**config.mk**
```make
export PLATFORM = sky130hd
export DESIGN_NAME = iq_pretrigger_capture_top
export DESIGN_NICKNAME = d
export VERILOG_FILES = /design/src/rtl/core/iqpc_pkg.sv /design/src/rtl/core/iqpc_cell.sv /design/src/rtl/core/iq_pretrigger_capture_top.sv
export SDC_FILE = /design/constraint.sdc
export NUM_CORES = 1
export LEC_CHECK = 0
export BUFFER_PORTS_ARGS = -buffer_cell sky130_fd_sc_hd__buf_4
export CORE_MARGIN = 1
export CORE_UTILIZATION = 60
export CTS_CLUSTER_SIZE = 14
export DETAILED_ROUTE_END_ITERATION = 7
export PLACE_DENSITY = 0.83
export SLEW_MARGIN = 20
export SYNTH_ARGS = -nofsm -noshare
export SYNTH_HDL_FRONTEND = slang
export SYNTH_HIERARCHICAL = 1
export SYNTH_SLANG_ARGS = --single-unit
```
**constraint.sdc**
```tcl
create_clock -name clk -period 33.9 [get_ports clk]
set_input_delay 6.78 -clock clk [delete_from_list [all_inputs] [get_ports clk]]
set_output_delay 6.78 -clock clk [all_outputs]
set_load 0.005 [all_outputs]
```
**src/rtl/core/iqpc_pkg.sv**
```systemverilog
`timescale 1ns / 1ps
// Shared types, register indexes and helpers for the IQ pre-trigger capture block.
// Self-contained; used by iqpc_cell and iq_pretrigger_capture_top.
package iqpc_pkg;

  localparam int unsigned SAMPLE_W = 14;
  localparam int unsigned CFG_AW   = 2;
  localparam int unsigned CFG_DW   = 16;

  // Register indexes on the configuration port.
  localparam logic [CFG_AW-1:0] REG_CAPTURE_MODE  = 2'd0;
  localparam logic [CFG_AW-1:0] REG_TRIGGER_LEVEL = 2'd1;
  localparam logic [CFG_AW-1:0] REG_POST_COUNT    = 2'd2;

  // Capture modes; the fourth code is reserved and behaves as off.
  localparam logic [1:0] MODE_OFF  = 2'd0;
  localparam logic [1:0] MODE_FULL = 2'd1;
  localparam logic [1:0] MODE_TRIG = 2'd2;

  localparam logic [1:0]          RST_MODE  = MODE_TRIG;
  localparam logic [SAMPLE_W-1:0] RST_LEVEL = 14'd4096;
  localparam logic [15:0]         RST_POST  = 16'd256;

  typedef struct packed {
    logic signed [SAMPLE_W-1:0] i;
    logic signed [SAMPLE_W-1:0] q;
  } sample_t;

  typedef struct packed {
    sample_t s;
    logic    last;
  } result_t;

  // Magnitude of a 14-bit two's complement value; the most negative code gives 8192,
  // which still fits in 14 unsigned bits.
  function automatic logic [SAMPLE_W-1:0] iqpc_mag(input logic signed [SAMPLE_W-1:0] x);
    logic [SAMPLE_W-1:0] u;
    begin
      u = x;
      iqpc_mag = x[SAMPLE_W-1] ? (~u + 1'b1) : u;
    end
  endfunction

endpackage

```
**src/rtl/core/iqpc_cell.sv**
```systemverilog
`timescale 1ns / 1ps
// One cell of the pre-trigger history chain: holds a single IQ sample.
// Depends on iqpc_pkg for the sample type.
module iqpc_cell import iqpc_pkg::*; (
  input  logic    clk,
  input  logic    shift_en,
  input  sample_t d,
  output sample_t q
);

  sample_t data_r;

  // Payload only, so no reset: entries are qualified by the fill count upstream.
  always_ff @(posedge clk) begin
    if (shift_en) begin
      data_r <= d;
    end
  end

  assign q = data_r;

endmodule

```
**src/rtl/core/iq_pretrigger_capture_top.sv**
```systemverilog
`timescale 1ns / 1ps
// IQ pre-trigger capture. Each request carries one 32-bit word holding a 14-bit I sample
// in bits 29..16 and a 14-bit Q sample in bits 13..0. In full mode every sample is passed
// on as one result; in trigger mode every sample is also pushed into a history chain of
// PRE_DEPTH cells, and a sample whose |I| or |Q| strictly exceeds trigger_level (while no
// capture is running) dumps the history oldest first, ending with the triggering sample,
// after which the next post_count samples are each passed on. Off and the reserved mode
// produce nothing. One request per cycle is accepted while the two-entry result buffer has
// room and no dump is running. A trigger occupies the block for one full rotation of the cell
// chain, which brings the history back into place; the rotation stalls while a result is due
// and the result buffer is full, and no input request is accepted during that dump.
// Configuration may be written at any time the block is idle; writes to an unknown index
// are ignored. Depends on iqpc_pkg and iqpc_cell.
module iq_pretrigger_capture_top import iqpc_pkg::*; #(
  parameter int unsigned PRE_DEPTH = 32
) (
  input  logic                       clk,
  input  logic                       rst_n,
  // Input requests.
  input  logic                       in_valid,
  output logic                       in_ready,
  input  logic [31:0]                in_raw_word,
  // Result requests.
  output logic                       out_valid,
  input  logic                       out_ready,
  output logic signed [SAMPLE_W-1:0] out_i_sample,
  output logic signed [SAMPLE_W-1:0] out_q_sample,
  output logic                       out_last_of_run,
  // Configuration writes.
  input  logic                       cfg_we,
  input  logic [CFG_AW-1:0]          cfg_addr,
  input  logic [CFG_DW-1:0]          cfg_wdata
);

  // Step counter over one chain rotation, fill count of the history and the width
  // needed to compare their sum against the depth.
  localparam int unsigned SW = (PRE_DEPTH > 1) ? $clog2(PRE_DEPTH) : 1;
  localparam int unsigned CW = $clog2(PRE_DEPTH + 1);
  localparam int unsigned EW = CW + 1;
  localparam logic [SW-1:0] LAST_STEP = SW'(PRE_DEPTH - 1);
  localparam logic [CW-1:0] FULL_FILL = CW'(PRE_DEPTH);

  typedef enum logic {S_IDLE, S_DUMP} state_t;

  // Configuration registers.
  logic [1:0]          mode_r;
  logic [SAMPLE_W-1:0] level_r;
  logic [15:0]         post_cnt_r;

  // Control state.
  state_t        state_r, state_nxt;
  logic [SW-1:0] step_r, step_nxt;
  logic [CW-1:0] fill_r, fill_nxt;
  logic          capturing_r, capturing_nxt;
  logic [15:0]   post_left_r, post_left_nxt;

  // Two-entry result buffer, so a waiting result does not hold up the input side.
  result_t     obuf_r [2];
  logic        wr_ptr_r, rd_ptr_r;
  logic [1:0]  ocnt_r, ocnt_nxt;

  // History chain.
  sample_t cell_q [PRE_DEPTH];
  sample_t chain_in;
  logic    shift_en;

  sample_t new_s;
  logic    in_acc;
  logic    trig;
  logic    emit;
  logic    push;
  result_t push_data;
  logic    pop;
  logic    obuf_full;

  assign new_s.i   = in_raw_word[29:16];
  assign new_s.q   = in_raw_word[13:0];
  assign obuf_full = (ocnt_r == 2'd2);
  assign in_ready  = (state_r == S_IDLE) && !obuf_full;
  assign in_acc    = in_valid && in_ready;
  assign trig      = (iqpc_mag(new_s.i) > level_r) || (iqpc_mag(new_s.q) > level_r);

  // During a dump, step j presents the cell that was originally at depth PRE_DEPTH-1-j at
  // the tail; it holds a written sample only if that depth lies inside the fill count.
  assign emit = (EW'(step_r) + EW'(fill_r)) >= EW'(PRE_DEPTH);

  // The chain's head takes the new sample normally and the tail while rotating.
  assign chain_in = (state_r == S_DUMP) ? cell_q[PRE_DEPTH-1] : new_s;

  genvar k;
  generate
    for (k = 0; k < PRE_DEPTH; k++) begin : g_cell
      if (k == 0) begin : g_head
        iqpc_cell u_cell (
          .clk      (clk),
          .shift_en (shift_en),
          .d        (chain_in),
          .q        (cell_q[k])
        );
      end else begin : g_body
        iqpc_cell u_cell (
          .clk      (clk),
          .shift_en (shift_en),
          .d        (cell_q[k-1]),
          .q        (cell_q[k])
        );
      end
    end
  endgenerate

  always_comb begin
    state_nxt      = state_r;
    step_nxt       = step_r;
    fill_nxt       = fill_r;
    capturing_nxt  = capturing_r;
    post_left_nxt  = post_left_r;
    shift_en       = 1'b0;
    push           = 1'b0;
    push_data.s    = new_s;
    push_data.last = 1'b1;

    case (state_r)
      S_IDLE: begin
        if (in_acc) begin
          case (mode_r)
            MODE_FULL: begin
              push = 1'b1;
            end
            MODE_TRIG: begin
              shift_en = 1'b1;
              if (fill_r != FULL_FILL) begin
                fill_nxt = fill_r + 1'b1;
              end
              if (capturing_r) begin
                // A running capture always has at least one sample left here.
                push          = 1'b1;
                post_left_nxt = post_left_r - 1'b1;
                capturing_nxt = (post_left_r != 16'd1);
              end else if (trig) begin
                state_nxt     = S_DUMP;
                step_nxt      = '0;
                post_left_nxt = post_cnt_r;
                capturing_nxt = (post_cnt_r != 16'd0);
              end
            end
            default: begin
            end
          endcase
        end
      end
      S_DUMP: begin
        push_data.s    = cell_q[PRE_DEPTH-1];
        push_data.last = (step_r == LAST_STEP);
        // Steps holding unwritten cells rotate without producing a result.
        if (!emit || !obuf_full) begin
          shift_en = 1'b1;
          push     = emit;
          if (step_r == LAST_STEP) begin
            state_nxt = S_IDLE;
          end else begin
            step_nxt = step_r + 1'b1;
          end
        end
      end
      default: begin
        state_nxt = S_IDLE;
      end
    endcase
  end

  assign pop = (ocnt_r != 2'd0) && out_ready;

  always_comb begin
    ocnt_nxt = ocnt_r;
    if (push && !pop) begin
      ocnt_nxt = ocnt_r + 1'b1;
    end else if (!push && pop) begin
      ocnt_nxt = ocnt_r - 1'b1;
    end
  end

  always_ff @(posedge clk) begin
    if (!rst_n) begin
      state_r     <= S_IDLE;
      step_r      <= '0;
      fill_r      <= '0;
      capturing_r <= 1'b0;
      post_left_r <= '0;
      mode_r      <= RST_MODE;
      level_r     <= RST_LEVEL;
      post_cnt_r  <= RST_POST;
      wr_ptr_r    <= 1'b0;
      rd_ptr_r    <= 1'b0;
      ocnt_r      <= '0;
    end else begin
      state_r     <= state_nxt;
      step_r      <= step_nxt;
      fill_r      <= fill_nxt;
      capturing_r <= capturing_nxt;
      post_left_r <= post_left_nxt;
      ocnt_r      <= ocnt_nxt;
      if (push) begin
        wr_ptr_r <= ~wr_ptr_r;
      end
      if (pop) begin
        rd_ptr_r <= ~rd_ptr_r;
      end
      if (cfg_we) begin
        case (cfg_addr)
          REG_CAPTURE_MODE:  mode_r     <= cfg_wdata[1:0];
          REG_TRIGGER_LEVEL: level_r    <= cfg_wdata[SAMPLE_W-1:0];
          REG_POST_COUNT:    post_cnt_r <= cfg_wdata;
          default: begin
          end
        endcase
      end
    end
  end

  // Result buffer storage carries payload only.
  always_ff @(posedge clk) begin
    if (push) begin
      obuf_r[wr_ptr_r] <= push_data;
    end
  end

  assign out_valid       = (ocnt_r != 2'd0);
  assign out_i_sample    = obuf_r[rd_ptr_r].s.i;
  assign out_q_sample    = obuf_r[rd_ptr_r].s.q;
  assign out_last_of_run = obuf_r[rd_ptr_r].last;

endmodule

```
; ---- Word level (Yosys, flattened, before mapping)
; Memory sizes are Yosys's and may differ from the RTL's. A register that Yosys moved wholly into a read port is not among the register bits.
; Cells that the tools add are included.
[totals]
word_cells = 166
ramBits = 58
n_memories = 1
regBits = 961
output_inout_bits = 31
inputBits = 55
[mem_list]
columns = name, words, width, read_ports, rd_ports_with_merged_regs, write_ports, line_no
row1 = obuf_r, 2, 29, 1, 1, 1, iq_pretrigger_capture_top.sv:58  ; result_t obuf_r [2];
[op_classes]
add_sub_neg = 8
reduce_logical = 23
muxes = 37
eq_ne = 14
bitwise = 5
magnitude_cmp = 3
[op_table]
columns = operator, count
row1 = $mux W16, 2
row2 = $mux W5, 6
row3 = $mux W29, 1
row4 = $add A14 B1 Y14 const B, 2
row5 = $gt A14 B14 Y1, 2
row6 = $mux W14, 2
row7 = $mux W28, 1
row8 = $not A14 Y14, 2
row9 = $mux W1, 18
row10 = $ne A16 B1 Y1 const B, 1
row11 = $reduce_bool A16 Y1, 1
row12 = $sub A16 B1 Y16 const B, 1
row13 = $pmux W5 S2, 1
row14 = $ne A2 B2 Y1 const B, 4
row15 = $pmux W1 S2, 4
row16 = $reduce_and A4 Y1, 2
row17 = $add A5 B6 Y7, 1
row18 = $ge A7 B6 Y1 const B, 1
row19 = $add A6 B1 Y6 const B, 1
row20 = $eq A2 B2 Y1 const B, 3
row21 = $ne A6 B6 Y1 const B, 1
row22 = $reduce_and A2 Y1, 3
row23 = $reduce_and A6 Y1, 1
row24 = $reduce_bool A2 Y1, 3
row25 = other kinds (13), 26

; ---- Longest topological paths before layout
[logic_depth]
word_depth = 10
depth_mapped = 15
depth_no_buf = 14

; ---- Modules after synthesis
; The synthesis kept the hierarchy.
[by_module_without_submodules]
columns = mod, area_per_inst_um2, seq_area_each_um2, cells_each, instances
row1 = iqpc_cell, 840.8, 840.8, 28, 32
row2 = iq_pretrigger_capture_top, 6749.0, 3062.9, 682, 1

; ---- Worst setup path before layout
; OpenSTA, ideal clock, no wires.
[synth_timing]
path_type = input to register
from = in in_valid
to = reg g_cell[0].g_head.u_cell.data_r, in the netlist g_cell[0].g_head.u_cell/q[0], enable pin
required_ns = 27.735
slack_ns = 6.318
arrival_ns = 21.417
path_buffers = 0
path_stages = 2
setup_ns = 6.165
path_cell_list = nand3_1 nand2_1
[synth_between]
elab_chain_len = 3
[synth_rtl]
columns = item, line_no
row1 = from (decl), iq_pretrigger_capture_top.sv:20  ; input logic in_valid,
row2 = $logic_and A1 B1 Y1, iq_pretrigger_capture_top.sv:80  ; assign in_acc = in_valid && in_ready;
row3 = $mux W1, iq_pretrigger_capture_top.sv:124  ; if (in_acc) begin
row4 = $pmux W1 S2, iq_pretrigger_capture_top.sv:122  ; case (state_r)
row5 = net shift_en, iq_pretrigger_capture_top.sv:65  ; logic shift_en;
row6 = to (signal assigned), iqpc_cell.sv:16  ; data_r <= d;
row7 = to (decl), iqpc_cell.sv:11  ; sample_t data_r;
; The timed path passes the listed nets, and every way through them passes these cells.
; A chain may end at the register's enable or synchronous reset.

; ---- Final worst setup path
[layout_timing]
from = in in_raw_word[18]
to = reg post_left_r[11]
[layout_between]
elab_chain_len = 7
[layout_rtl]
columns = item, line_no
row1 = from (decl), iq_pretrigger_capture_top.sv:22  ; input logic [31:0] in_raw_word,
row2 = $not A14 Y14, iqpc_pkg.sv:40  ; iqpc_mag = x[SAMPLE_W-1] ? (~u + 1'b1) : u;
row3 = $add A14 B1 Y14, iqpc_pkg.sv:40
row4 = $mux W14 (*), iqpc_pkg.sv:40
row5 = $gt A14 B14 Y1 (*), iq_pretrigger_capture_top.sv:81  ; assign trig = (iqpc_mag(new_s.i) > level_r) || (iqpc_mag(new_s.q) > level_r);
row6 = $logic_or A1 B1 Y1 (*), iq_pretrigger_capture_top.sv:81
row7 = $reduce_bool A2 Y1 (no line) (*), n/a
row8 = $reduce_and A4 Y1 (no line) (*), n/a
row9 = to (signal assigned), iq_pretrigger_capture_top.sv:200  ; post_left_r <= post_left_nxt;
row10 = to (decl), iq_pretrigger_capture_top.sv:55  ; logic [15:0] post_left_r, post_left_nxt;
; Every way passes the cells marked *; elsewhere a longest branch is shown, timed or not.

==> run_results.csv <==
group,metric,value,unit
pwr,p_comb_share,9.0,%
synthesis,syn_avg_cell_area,21.3,sq um
floorplanning,core,55300,sq um
critical_path,cpPeakStageDelay,750,ps
timing,rsz0062_at_grt,"no",
critical_path,r2r_slack,29310,ps
timing,finalWorstSetupSlack,23770,ps
placed_design,gp_congestion,0.857,
route,wl_per_cell,22.9,um
synthesis,synth-async-reset-ratio,0,%
critical_path,timing.critical_path.required,34430,ps
synthesis,syn_nets,1678,
cts,clkTransAtPathRegs,60,ps
layout,fill_cells,3269,
cts,cts_root_buffer,"clkbuf_16",
timing,whs,402,ps
synthesis,netlist_instances,1578,
grt,antenna_found_initial,3,
route,avgViaCountPerCell,5.71,
pwr,power_leakage,12.9,nW
floorplanning,io-pin-count,86,
critical_path,critical_path_depth,12,
floorplanning,die_w,239,um
cts,cts_made_buffers,95,
grt,grt.total_usage,21.1,%
cts,cts_setup_buffers,0,
floorplanning,start_util,60.8,%
route,drt_iter0_drc,1309,
timing,post-route-min-period,10130,ps
route,drt-total-wl,58500,um
critical_path,r2r-end,"g_cell[24].g_body.u_cell/q[7]$_DFFE_PP_",
cts,clock_path_buffers,3,
synthesis,netlist_area,33700,sq um
pwr,seqPwrFrac,62.2,%
grt,grt_pass1_wl,88100,um
critical_path,cp_common_cell,"o31ai_1",
placed_design,post-dp-hpwl,29700,um
timing,tightest_slew,1180,ps
synthesis,yosysSeqAreaShare,89.0,%
outcome,status,"finished clean",
critical_path,worstSetupPathType,"in -> reg",
timing,min_period_over_period,29.9,%
pwr,p_sw,0.856,mW
cts,post_cts_resized,0,
timing,fmax,0.0987,GHz
timing,max_slew_margin,21.6,%
placed_design,portBuffers,81,
grt,grt_max_degree,225,
critical_path,r2r-start,"fill_r[4]$_SDFFE_PN0P_",
floorplanning,die_area,57000,sq um
layout,fin_nets,1838,
critical_path,reg2reg_depth,10,
critical_path,crit_path_end_kind,"flip-flop",
synthesis,ys_types,59,
timing,finalSetupTns,0,ps
critical_path,critPathMaxFanout,7,
pwr,power_density,91.7,nW/um^2
layout,synthToLayoutAreaGrowth,13.3,%
synthesis,synth_seq_cells,1020,
synthesis,yosys_most_used_dff,"edfxtp_1",
placed_design,pre_cts_ws,23130,ps
pwr,clock_power_share,28.8,%
critical_path,path_buf_inv,1,
critical_path,slowest_stage,"nor3_1",
critical_path,critical-path-top-delay-family,"simple AND/OR/NAND/NOR gates",
route,num_vias,14584,
critical_path,cp_cell_sequence,"buf_4, or4_1, or3_1, o31ai_1, xnor2_1, ha_1, a21oi_1, o21ai_0, o31a_2, nor3_1, o311ai_0, o31ai_1",
route,dr.pass1.iters,7,
timing,final.setup_skew,40.3,ps
cts,clk_latency,660,ps
cts,cts_tree,"built",
cts,cts_sinks,1020,
floorplanning,die_h,239,um
critical_path,start_kind,"primary input",
route,detail-route-antenna-nets,0,
pwr,p_int,2.64,mW
cts,holdBufCountCts,0,
pwr,power,3.50,mW
critical_path,worstSetupEndpoint,"post_left_r[11]$_SDFFE_PN0P_",
synthesis,ys_warn_count,6,
grt,grt.overflow.total,0,
critical_path,crit_start,"in_raw_word[18]",
critical_path,crit_arrival,10670,ps
route,drc,0,
timing,maxSlewViolCount,0,
floorplanning,std_cell_rows,86,
timing,hold_viol,0,
grt,first_global_vias,14544,
timing,final-setup-viol-count,0,
layout,drive_gt1_share,15.5,%
job,drv_cap,0,
cts,cts-htree-levels,3,
synthesis,synth_enable_flop_cells,954,
pwr,ir_drop,0.0766,mV
pwr,switching_share,24.5,%
hold_path,hold_path_class,"reg -> reg",
==> routing by layer <==
layer,up-vias,GRT usage [%],part of all wire [%]
met3,130,4.15,6.1
met1,7393,31.2,45
met2,566,31.8,46
met5,-,0,0.024
li1,6493,-,-
met4,2,7.44,2.9
==> power by group through the flow <==
stage / clock network [mW] / logic [mW] / registers [mW]
2_1_floorplan: 0 / 0.210 / 2.51
3_3_place_gp: 0 / 0.292 / 2.15
3_5_place_dp: 0 / 0.309 / 2.18
4_1_cts: 1.02 / 0.312 / 2.19
5_1_grt: 1.07 / 0.340 / 2.22
6_report: 1.01 / 0.316 / 2.18
==> cells in the mapped netlist, types with 2 or more instances <==
| cell type | instances | area (sq um) |
|---|---|---|
| a31oi_1 | 2 | 12.5 |
| nor4bb_1 | 2 | 20.0 |
| a21oi_1 | 63 | 315 |
| o41ai_1 | 5 | 43.8 |
| o22ai_1 | 9 | 56.3 |
| o21a_1 | 3 | 22.5 |
| nor3b_1 | 2 | 15.0 |
| edfxtp_1 | 954 | 28600 |
| and3_1 | 6 | 37.5 |
| ha_1 | 44 | 551 |
| inv_1 | 28 | 105 |
| nand3b_1 | 2 | 15.0 |
| xnor2_1 | 23 | 201 |
| o21ai_0 | 25 | 125 |
| or4_1 | 4 | 30.0 |
| nand4_1 | 11 | 68.8 |
| mux2i_1 | 2 | 20.0 |
| o2111ai_1 | 2 | 17.5 |
| dfxtp_1 | 66 | 1320 |
| a21o_1 | 5 | 37.5 |
| buf_1 | 2 | 7.51 |
| or3_1 | 8 | 50.1 |
| o311ai_0 | 3 | 26.3 |
| o31a_2 | 2 | 20.0 |
| clkbuf_8 | 3 | 41.3 |
| or2_2 | 2 | 12.5 |
| nor3_1 | 15 | 75.1 |
| nor2b_1 | 6 | 37.5 |
| nand2b_1 | 7 | 43.8 |
| xor2_1 | 8 | 70.1 |
| a311oi_1 | 2 | 17.5 |
| nor2_1 | 27 | 101 |
| nand3_1 | 11 | 55.1 |
| o31ai_1 | 10 | 75.1 |
| a21boi_0 | 3 | 22.5 |
| o211ai_1 | 4 | 30.0 |
| clkbuf_1 | 21 | 78.8 |
| mux2_2 | 52 | 586 |
| nor4_1 | 10 | 62.6 |
| nor4b_1 | 4 | 35.0 |
| nand2_1 | 102 | 383 |
==> flip-flops by register name, summed over array words and instances (netlist names), named ones only <==
signal	cells
state_r	1
g_cell.g_body.u_cell/q	868
post_left_r	16
level_r	14
g_cell.g_head.u_cell/q	28
fill_r	6
ocnt_r	2
post_cnt_r	16
capturing_r	1
step_r	5
rd_ptr_r	1
obuf_r	58
mode_r	2
wr_ptr_r	1
==> logic make-up after synthesis <==
kind of cell	Yosys count	synth area share [%]
flip-flops	1020	89.0
AND/OR/NAND/NOR	224	3.22
AO/OA/AOI/OAI	146	2.65
buffers and inverters	58	0.773
multiplexers	54	1.80
adder cells (fa/ha/maj)	45	1.70
XOR/XNOR	31	0.807
==> area by class of cell <==
| class | instances | area [sq um] | share of cell area (%) |
|---|---|---|---|
| Multi-Input combinational cell | 500 | 3440 | 9.03 |
| Clock inverter | 49 | 419 | 1.10 |
| Antenna cell | 1 | 2.50 | 0.00657 |
| Inverter | 29 | 109 | 0.286 |
| Timing Repair Buffer | 92 | 747 | 1.96 |
| Sequential cell | 1020 | 30000 | 78.6 |
| Tap cell | 748 | 936 | 2.46 |
| Clock buffer | 117 | 2490 | 6.54 |
==> through the flow <==
| stage | utilization (%) | instances | area (sq um) |
|---|---|---|---|
| after floorplan | - | 1578 | 33700 |
| after global placement | 63.6 | 2388 | 35200 |
| after detailed placement | 63.6 | 2388 | 35200 |
| after CTS | 68.8 | 2554 | 38100 |
| after global routing | 68.9 | 2555 | 38100 |
| final | 68.9 | 2556 | 38100 |
==> layout by cell type, fill, tap and decap left out, types with 27 or more instances in the layout <==
master,Yosys,routed
nor2_1,27,27
nand2_1,102,101
inv_1,28,28
dfxtp_1,66,64
clkbuf_16,0,96
ha_1,44,44
edfxtp_1,954,954
a21oi_1,63,63
mux2_2,52,52
buf_4,1,86
==> worst min path at each step <==
stage	startpoint	endpoint	slack (ps)	cells after the start
after floorplan	g_cell[9].g_body.u_cell/q[0]$_DFFE_PP_	g_cell[10].g_body.u_cell/q[0]$_DFFE_PP_	400	0
after global placement	g_cell[5].g_body.u_cell/q[2]$_DFFE_PP_	g_cell[6].g_body.u_cell/q[2]$_DFFE_PP_	400	0
after detailed placement	g_cell[9].g_body.u_cell/q[11]$_DFFE_PP_	g_cell[10].g_body.u_cell/q[11]$_DFFE_PP_	400	0
after CTS	g_cell[14].g_body.u_cell/q[18]$_DFFE_PP_	g_cell[15].g_body.u_cell/q[18]$_DFFE_PP_	410	0
after global routing	g_cell[16].g_body.u_cell/q[7]$_DFFE_PP_	g_cell[17].g_body.u_cell/q[7]$_DFFE_PP_	410	0
final	g_cell[14].g_body.u_cell/q[17]$_DFFE_PP_	g_cell[15].g_body.u_cell/q[17]$_DFFE_PP_	400	0
Note: power is estimated with default switching activity, not from simulation.
